$ cat src/anchor_proximity_indicator_defines.svh
// Assertion helpers shared by the anchor proximity indicator RTL.
// Both expect aclk and aresetn in scope.
`ifndef ANCHOR_PROXIMITY_INDICATOR_DEFINES_SVH
`define ANCHOR_PROXIMITY_INDICATOR_DEFINES_SVH

// Consequent must hold in the same cycle as the antecedent
`define API_ASSERT_NOW(label, ante, cons, msg) \
    label: assert property (@(posedge aclk) disable iff (!aresetn) (ante) |-> (cons)) \
        else $error(msg);

// Consequent must hold in the cycle after the antecedent
`define API_ASSERT_NXT(label, ante, cons, msg) \
    label: assert property (@(posedge aclk) disable iff (!aresetn) (ante) |=> (cons)) \
        else $error(msg);

`endif

$ cat src/api_pkg.sv
`timescale 1ns / 1ps

package api_pkg;

    // Anchor table
    localparam int NUM_ANCHORS = 8;
    localparam int IDX_W       = (NUM_ANCHORS > 1) ? $clog2(NUM_ANCHORS) : 1;

    // Action codes (tick and the unused code fall through as a tick)
    localparam logic [1:0] ACT_FRAME  = 2'd0;
    localparam logic [1:0] ACT_SELECT = 2'd2;

    // Config register indexes
    localparam logic [1:0] REG_STALE = 2'd0;
    localparam logic [1:0] REG_SHOW  = 2'd1;
    localparam logic [1:0] REG_CLICK = 2'd2;

    // Reset values
    localparam logic [15:0] STALE_RST      = 16'd1500;
    localparam logic [15:0] SHOW_RST       = 16'd650;
    localparam logic [7:0]  CLICK_RST      = 8'd18;
    localparam logic [31:0] SHOW_UNTIL_RST = 32'd650;

    // Power metric: q = (cir << 17) / count^2
    localparam int PWR_SHIFT  = 17;
    localparam int DIVIDEND_W = 16 + PWR_SHIFT;
    localparam int DIVISOR_W  = 24;
    localparam int STEP_W     = $clog2(DIVIDEND_W + 1);

    // Blink phase: now / 125 = (now * BLINK_RECIP) >> BLINK_SHIFT, exact for any 32-bit now
    localparam logic [28:0] BLINK_RECIP = 29'h10624DD3;
    localparam int          BLINK_SHIFT = 35;

    localparam logic [31:0] LEVEL_THR [8] = '{
        32'd300, 32'd700, 32'd1500, 32'd3000,
        32'd5500, 32'd9000, 32'd14000, 32'd22000
    };

    typedef struct packed {
        logic [1:0]  action;
        logic [31:0] now_ms;
        logic [2:0]  src_anchor;
        logic [15:0] cir_growth;
        logic [11:0] preamble_count;
    } in_item_t;

    typedef struct packed {
        logic [7:0]  led_mask;
        logic        buzzer_on;
        logic [31:0] power_q;
        logic [3:0]  power_level;
        logic [2:0]  selected_anchor;
    } out_item_t;

    typedef struct packed {
        logic busy;
        logic done;
    } div_stat_t;

    // Number of thresholds reached (thresholds ascend)
    function automatic logic [3:0] level_of(input logic [31:0] q);
        logic [3:0] lv;
        lv = 4'd0;
        for (int i = 0; i < 8; i++) begin
            if (q >= LEVEL_THR[i]) begin
                lv = lv + 4'd1;
            end
        end
        return lv;
    endfunction

    // Click period in ms per level
    function automatic logic [10:0] click_period(input logic [3:0] lv);
        logic [10:0] p;
        case (lv)
            4'd0:    p = 11'd1400;
            4'd1:    p = 11'd1000;
            4'd2:    p = 11'd700;
            4'd3:    p = 11'd450;
            4'd4:    p = 11'd280;
            4'd5:    p = 11'd160;
            4'd6:    p = 11'd90;
            4'd7:    p = 11'd55;
            default: p = 11'd32;
        endcase
        return p;
    endfunction

endpackage

$ cat src/api_divider.sv
`timescale 1ns / 1ps

`include "anchor_proximity_indicator_defines.svh"

module api_divider
    import api_pkg::*;
(
    input  logic                  aclk,
    input  logic                  aresetn,
    input  logic                  start,
    input  logic [DIVIDEND_W-1:0] dividend,
    input  logic [DIVISOR_W-1:0]  divisor,
    output div_stat_t             stat,
    output logic [DIVIDEND_W-1:0] quotient
);

    logic                  busy_reg;
    logic                  done_reg;
    logic [STEP_W-1:0]     cnt_reg;
    logic [DIVISOR_W-1:0]  div_reg;
    logic [DIVISOR_W-1:0]  rem_reg;
    logic [DIVISOR_W-1:0]  rem_next;
    logic [DIVIDEND_W-1:0] quo_reg;
    logic [DIVIDEND_W-1:0] quo_next;
    logic [DIVISOR_W:0]    shifted;
    logic [DIVISOR_W:0]    diff;
    logic                  ge;

    // One restoring step: shift in next dividend bit, subtract if it fits
    always_comb begin
        shifted  = {rem_reg, quo_reg[DIVIDEND_W-1]};
        diff     = shifted - {1'b0, div_reg};
        ge       = shifted >= {1'b0, div_reg};
        rem_next = ge ? diff[DIVISOR_W-1:0] : shifted[DIVISOR_W-1:0];
        quo_next = {quo_reg[DIVIDEND_W-2:0], ge};
    end

    // Step control
    always_ff @(posedge aclk) begin
        if (!aresetn) begin
            busy_reg <= 1'b0;
            done_reg <= 1'b0;
            cnt_reg  <= '0;
        end else begin
            done_reg <= 1'b0;
            if (start) begin
                busy_reg <= 1'b1;
                cnt_reg  <= STEP_W'(DIVIDEND_W);
            end else if (busy_reg) begin
                cnt_reg <= cnt_reg - 1'b1;
                if (cnt_reg == STEP_W'(1)) begin
                    busy_reg <= 1'b0;
                    done_reg <= 1'b1;
                end
            end
        end
    end

    // Datapath; quotient bits shift in as dividend bits shift out
    always_ff @(posedge aclk) begin
        if (start) begin
            quo_reg <= dividend;
            rem_reg <= '0;
            div_reg <= divisor;
        end else if (busy_reg) begin
            quo_reg <= quo_next;
            rem_reg <= rem_next;
        end
    end

    assign stat.busy = busy_reg;
    assign stat.done = done_reg;
    assign quotient  = quo_reg;

    `API_ASSERT_NOW(a_no_restart, start, !busy_reg, "divider restarted while busy")
    `API_ASSERT_NXT(a_start_busy, start, busy_reg, "divider not busy after start")
    `API_ASSERT_NOW(a_done_idle, done_reg, !busy_reg, "divider done while still busy")

endmodule

$ cat src/anchor_proximity_indicator.sv
`timescale 1ns / 1ps
// Sequence: an accepted word goes through SQR, QSTART, LEVEL, PHASE and OUT, and a frame
// with a nonzero preamble count also waits in QWAIT on the 33-step restoring divider.
// Throughput: one word at a time, s_ready is high only in idle, so no new word is taken
// until the last one leaves OUT. The result register lets the next word in while the last result
// waits for m_ready; a result still waiting when the next word is done stalls it.
// Reset (aresetn, synchronous, active low): anchor table invalid, selection 0, buzzer off.

`include "anchor_proximity_indicator_defines.svh"

module anchor_proximity_indicator
    import api_pkg::*;
(
    input  logic      aclk,
    input  logic      aresetn,
    input  logic      s_valid,
    output logic      s_ready,
    input  in_item_t  s_data,
    output logic      m_valid,
    input  logic      m_ready,
    output out_item_t m_data,
    input  logic      cfg_valid,
    output logic      cfg_ready,
    input  logic [1:0]  cfg_index,
    input  logic [15:0] cfg_data
);

    localparam logic [2:0] ST_IDLE   = 3'd0;
    localparam logic [2:0] ST_SQR    = 3'd1;
    localparam logic [2:0] ST_QSTART = 3'd2;
    localparam logic [2:0] ST_QWAIT  = 3'd3;
    localparam logic [2:0] ST_LEVEL  = 3'd4;
    localparam logic [2:0] ST_PHASE  = 3'd5;
    localparam logic [2:0] ST_OUT    = 3'd6;

    localparam logic [3:0]       ID_LIMIT = 4'(NUM_ANCHORS);
    localparam logic [IDX_W-1:0] SEL_LAST = IDX_W'(NUM_ANCHORS - 1);

    logic [2:0]            state_reg, state_next;
    in_item_t              item_reg;
    logic [DIVISOR_W-1:0]  sq_reg, sq_next;
    logic [31:0]           q_reg, q_next;
    logic [3:0]            lv_reg, lv_next;
    logic [1:0]            phase_reg, phase_next;

    logic [15:0]           stale_reg;
    logic [15:0]           show_reg;
    logic [7:0]            click_reg;

    logic [31:0]           seen_reg [NUM_ANCHORS];
    logic [3:0]            alvl_reg [NUM_ANCHORS];
    logic [NUM_ANCHORS-1:0] avalid_reg;
    logic [IDX_W-1:0]      sel_reg, sel_next;
    logic [31:0]           show_until_reg, show_until_next;
    logic [31:0]           next_click_reg, next_click_next;
    logic [31:0]           click_off_reg, click_off_next;
    logic                  buzz_reg, buzz_next;

    logic                  m_valid_reg, m_valid_next;
    out_item_t             m_data_reg, m_data_next;

    logic                  rec_en;
    logic [IDX_W-1:0]      rec_idx;
    logic [3:0]            rec_lv;

    logic                  div_start;
    logic [DIVIDEND_W-1:0] div_dividend;
    logic [DIVISOR_W-1:0]  div_divisor;
    div_stat_t             div_stat;
    logic [DIVIDEND_W-1:0] div_quotient;

    // Low bits of now * reciprocal; the two bits from BLINK_SHIFT up hold the low bits of now / 125
    logic [36:0]           blink_prod;

    // Output-stage values for the selected anchor
    logic                  in_win;
    logic                  fresh;
    logic [31:0]           age;
    logic [3:0]            sel_lv;
    logic [7:0]            led;
    logic [8:0]            bar;
    logic                  buzz_hold;

    api_divider u_div (
        .aclk     (aclk),
        .aresetn  (aresetn),
        .start    (div_start),
        .dividend (div_dividend),
        .divisor  (div_divisor),
        .stat     (div_stat),
        .quotient (div_quotient)
    );

    assign s_ready   = (state_reg == ST_IDLE);
    assign cfg_ready = 1'b1;
    assign m_valid   = m_valid_reg;
    assign m_data    = m_data_reg;

    // Blink phase by reciprocal multiplication (32 x 29 bits)
    assign blink_prod = 37'(item_reg.now_ms) * 37'(BLINK_RECIP);

    // LED and freshness of the selected anchor
    always_comb begin
        in_win = item_reg.now_ms < show_until_reg;
        age    = item_reg.now_ms - seen_reg[sel_reg];
        fresh  = avalid_reg[sel_reg] && (age <= {16'd0, stale_reg});
        sel_lv = alvl_reg[sel_reg];
        bar    = (9'd1 << sel_lv) - 9'd1;
        if (in_win) begin
            led = 8'd1 << sel_reg;
        end else if (!fresh) begin
            led = 8'd0;
        end else if (sel_lv <= 4'd1) begin
            led = {7'd0, phase_reg[1]};
        end else if (sel_lv >= 4'd8) begin
            led = {8{phase_reg[0]}};
        end else begin
            led = bar[7:0];
        end
    end

    // Sequencer
    always_comb begin
        state_next      = state_reg;
        sq_next         = sq_reg;
        q_next          = q_reg;
        lv_next         = lv_reg;
        phase_next      = phase_reg;
        sel_next        = sel_reg;
        show_until_next = show_until_reg;
        next_click_next = next_click_reg;
        click_off_next  = click_off_reg;
        buzz_next       = buzz_reg;
        m_valid_next    = m_valid_reg && !m_ready;
        m_data_next     = m_data_reg;
        rec_en          = 1'b0;
        rec_idx         = item_reg.src_anchor[IDX_W-1:0];
        rec_lv          = level_of(q_reg);
        div_start       = 1'b0;
        div_dividend    = {item_reg.cir_growth, {PWR_SHIFT{1'b0}}};
        div_divisor     = sq_reg;
        buzz_hold       = buzz_reg;

        case (state_reg)
            ST_IDLE: begin
                if (s_valid) begin
                    state_next = ST_SQR;
                end
            end
            ST_SQR: begin
                sq_next    = {12'd0, item_reg.preamble_count}
                           * {12'd0, item_reg.preamble_count};
                state_next = ST_QSTART;
            end
            ST_QSTART: begin
                if (item_reg.action == ACT_FRAME && item_reg.preamble_count != 12'd0) begin
                    div_start  = 1'b1;
                    state_next = ST_QWAIT;
                end else begin
                    q_next     = 32'd0;
                    state_next = ST_LEVEL;
                end
            end
            ST_QWAIT: begin
                if (div_stat.done) begin
                    q_next     = div_quotient[31:0];
                    state_next = ST_LEVEL;
                end
            end
            ST_LEVEL: begin
                // Record the frame or step the selection
                lv_next = rec_lv;
                if (item_reg.action == ACT_FRAME) begin
                    rec_en = {1'b0, item_reg.src_anchor} < ID_LIMIT;
                end else if (item_reg.action == ACT_SELECT) begin
                    sel_next        = (sel_reg == SEL_LAST) ? '0 : sel_reg + 1'b1;
                    show_until_next = item_reg.now_ms + {16'd0, show_reg};
                end
                state_next = ST_PHASE;
            end
            ST_PHASE: begin
                phase_next = blink_prod[BLINK_SHIFT +: 2];
                state_next = ST_OUT;
            end
            ST_OUT: begin
                if (!m_valid_reg || m_ready) begin
                    // Buzzer click schedule
                    if (in_win || !fresh) begin
                        buzz_next       = 1'b0;
                        next_click_next = item_reg.now_ms;
                        click_off_next  = 32'd0;
                    end else begin
                        if (buzz_reg && item_reg.now_ms >= click_off_reg) begin
                            buzz_hold = 1'b0;
                        end
                        buzz_next = buzz_hold;
                        if (item_reg.now_ms >= next_click_reg) begin
                            buzz_next       = 1'b1;
                            click_off_next  = item_reg.now_ms + {24'd0, click_reg};
                            next_click_next = item_reg.now_ms
                                            + {21'd0, click_period(sel_lv)};
                        end
                    end
                    m_valid_next                = 1'b1;
                    m_data_next.led_mask        = led;
                    m_data_next.buzzer_on       = buzz_next;
                    m_data_next.power_q         = q_reg;
                    m_data_next.power_level     = lv_reg;
                    m_data_next.selected_anchor = 3'(sel_reg);
                    state_next                  = ST_IDLE;
                end
            end
            default: begin
                state_next = ST_IDLE;
            end
        endcase
    end

    // Control state
    always_ff @(posedge aclk) begin
        if (!aresetn) begin
            state_reg      <= ST_IDLE;
            avalid_reg     <= '0;
            sel_reg        <= '0;
            show_until_reg <= SHOW_UNTIL_RST;
            next_click_reg <= 32'd0;
            click_off_reg  <= 32'd0;
            buzz_reg       <= 1'b0;
            m_valid_reg    <= 1'b0;
            stale_reg      <= STALE_RST;
            show_reg       <= SHOW_RST;
            click_reg      <= CLICK_RST;
        end else begin
            state_reg      <= state_next;
            sel_reg        <= sel_next;
            show_until_reg <= show_until_next;
            next_click_reg <= next_click_next;
            click_off_reg  <= click_off_next;
            buzz_reg       <= buzz_next;
            m_valid_reg    <= m_valid_next;
            if (rec_en) begin
                avalid_reg[rec_idx] <= 1'b1;
            end
            // Config writes; unknown index is dropped
            if (cfg_valid) begin
                case (cfg_index)
                    REG_STALE: stale_reg <= cfg_data;
                    REG_SHOW:  show_reg  <= cfg_data;
                    REG_CLICK: click_reg <= cfg_data[7:0];
                    default: begin
                    end
                endcase
            end
        end
    end

    // Payload registers
    always_ff @(posedge aclk) begin
        if (s_valid && s_ready) begin
            item_reg <= s_data;
        end
        sq_reg     <= sq_next;
        q_reg      <= q_next;
        lv_reg     <= lv_next;
        phase_reg  <= phase_next;
        m_data_reg <= m_data_next;
        if (rec_en) begin
            seen_reg[rec_idx] <= item_reg.now_ms;
            alvl_reg[rec_idx] <= rec_lv;
        end
    end

    `API_ASSERT_NXT(a_one_word, s_valid && s_ready, !s_ready, "accepted word while busy")
    `API_ASSERT_NOW(a_done_wait, div_stat.done, state_reg == ST_QWAIT, "divider done outside wait")
    `API_ASSERT_NOW(a_sel_range, 1'b1, sel_reg <= SEL_LAST, "selection out of range")
    `API_ASSERT_NOW(a_lvl_range, m_valid_reg, m_data_reg.power_level <= 4'd8,
        "power level above 8")

endmodule

$ cat config.mk
export PLATFORM = sky130hd
export DESIGN_NAME = anchor_proximity_indicator
export DESIGN_NICKNAME = d
export VERILOG_FILES = /design/src/api_pkg.sv /design/src/api_divider.sv /design/src/anchor_proximity_indicator.sv
export VERILOG_INCLUDE_DIRS = /design/src /design/src/src
export SDC_FILE = /design/constraint.sdc
export NUM_CORES = 2
export LEC_CHECK = 0
export BUFFER_PORTS_ARGS = -buffer_cell sky130_fd_sc_hd__buf_4
export CORE_AREA = 2 2 314 316
export CTS_CLUSTER_DIAMETER = 150
export CTS_CLUSTER_SIZE = 40
export DETAILED_ROUTE_END_ITERATION = 8
export DIE_AREA = 0 0 316 318
export GPL_TIMING_DRIVEN = 0
export PLACE_DENSITY_LB_ADDON = 0.15
export SYNTH_ARGS = -nofsm -noshare
export SYNTH_HDL_FRONTEND = slang
export SYNTH_HIERARCHICAL = 1
export SYNTH_SLANG_ARGS = --single-unit
$ cat constraint.sdc
create_clock -name aclk -period 9.72 [get_ports aclk]
set_input_delay 0.972 -clock aclk [delete_from_list [all_inputs] [get_ports aclk]]
set_output_delay 0.972 -clock aclk [all_outputs]
set_load 0.02 [all_outputs]
==> results.toml <==
[timing]
tightestPinTransition_ns = 1.42
slew_violations = 0
fin_skew_ns = 0.104
maxSlewHeadroom_pct = 5.46
rsz0062_at_grt = "no"
fin_crit_ns = 8.93
finalHoldViolCount = 0
setup_tns_ns = 0
finalCritPeriodShare_pct = 91.8
hold_slack_ns = 0.410
max_clock_freq_mhz = 112
setup_viol = 0

[die]
dieArea_um2 = 100000
die_h_um = 318
start_util_pct = 49.3
io_pins = 139
core_area_um2 = 97400
num_rows = 115
die_w_um = 316

[clock_network]
cts.sinks = 706
clockBufferDepth = 3
clk_pin_slew_ns = 0.15
cts_htree_levels = 1
cts_tree = "done"
cts-root-buf = "clkbuf_16"
hold_buffers = 0
cts_resized = 0
clk_latency_ns = 0.65
cts_buffers = 22
post_cts_buffers = 0

[drt]
wl_um = 123000
dr_total_vias = 32100
drt.antenna.violating_nets = 0
dr.pass1.iters = 7
drc_errors = 0
first_iter_violations = 2419
viasPerCell = 5.58
wl_per_cell_um = 21.4

[worst_setup_path]
crit_slowest_cell = "clkbuf_1"
crit_fanout = 10
cpPeakStageDelay_ns = 0.67
cp_top_family = "buffers and inverters"
start_kind = "flop"
cp.required_ns = 10.19
arrival_ns = 9.40
cp-end-kind = "flop"
crit_type = "flop to flop"
crit_buf_inv = 6

[cells_and_area]
drive_gt1_share_pct = 8.97
area_delta_synth_final_pct = 9.13
post-route-util_pct = 53.8
largest_register_ffs = 256
layout_commonest_cell = "inv_1"
num-nets-final = 5360
final_cell_mix = "inv_1, ha_1, edfxtp_1, fa_1, nand2_1"

[place]
globalplace.congestion = 0.949
port_buffers = 137
dp_hpwl_um = 96300

[logic_synthesis]
yosysWarnings = 6
synthesis.area_um2 = 48000
synth_cells = 4223
avgSynthCellArea_um2 = 11.4

[global_route]
grt_max_degree = 55
grt_pass1_wl_um = 191000
grt-ovfl-total = 0
grt.total_usage_pct = 24.8
grt_pass1_vias = 32100
grt_antenna_before_repair = 1

[outcome]
status = "finished, final reports clean"

[flow_run]
maxCapViolCount = 0

[worst_hold_path]
min_path_type = "flop to flop"
## cell type report
cell class	count	area [µm²]
Antenna cell	1	2.50
Buffer	127	532
Clock buffer	37	607
Clock inverter	3	62.6
Fill cell	8482	45000
Inverter	625	2350
Multi-Input combinational cell	2782	26000
Sequential cell	706	19300
Tap cell	1287	1610
Timing Repair Buffer	180	1970
## metrics by stage
step / setup WS [ns] / instances / instance area (µm²)
floorplan: 2.83 / 4240 / 48100
global placement: 0.524 / 5664 / 50700
detailed placement: 0.455 / 5706 / 51700
CTS: 0.420 / 5746 / 52400
global route: 0.149 / 5747 / 52400
finish: 0.794 / 5748 / 52400
## routing by layer
metal	GRT usage, %	vias to the layer above	part of all wire (%)
li1	-	15200	-
met1	37.4	16000	47
met2	39.4	787	46
met3	2.09	101	5.3
met4	4.59	2	1.9
met5	0	-	0.013
## final timing paths
kind              startpoint           endpoint  slack (ns)  cells after the start
max reg2reg             flop  click_off_reg[14]        0.79                     25
min          div_divisor[15]  u_div/div_reg[15]        0.41                      0
min reg2reg  div_divisor[15]  u_div/div_reg[15]        0.41                      0
max                     flop  click_off_reg[14]        0.79                     25
Power is left out: the tool's default activity adds up to more than one toggle a clock period on the data nets, which glitch-free logic cannot reach.
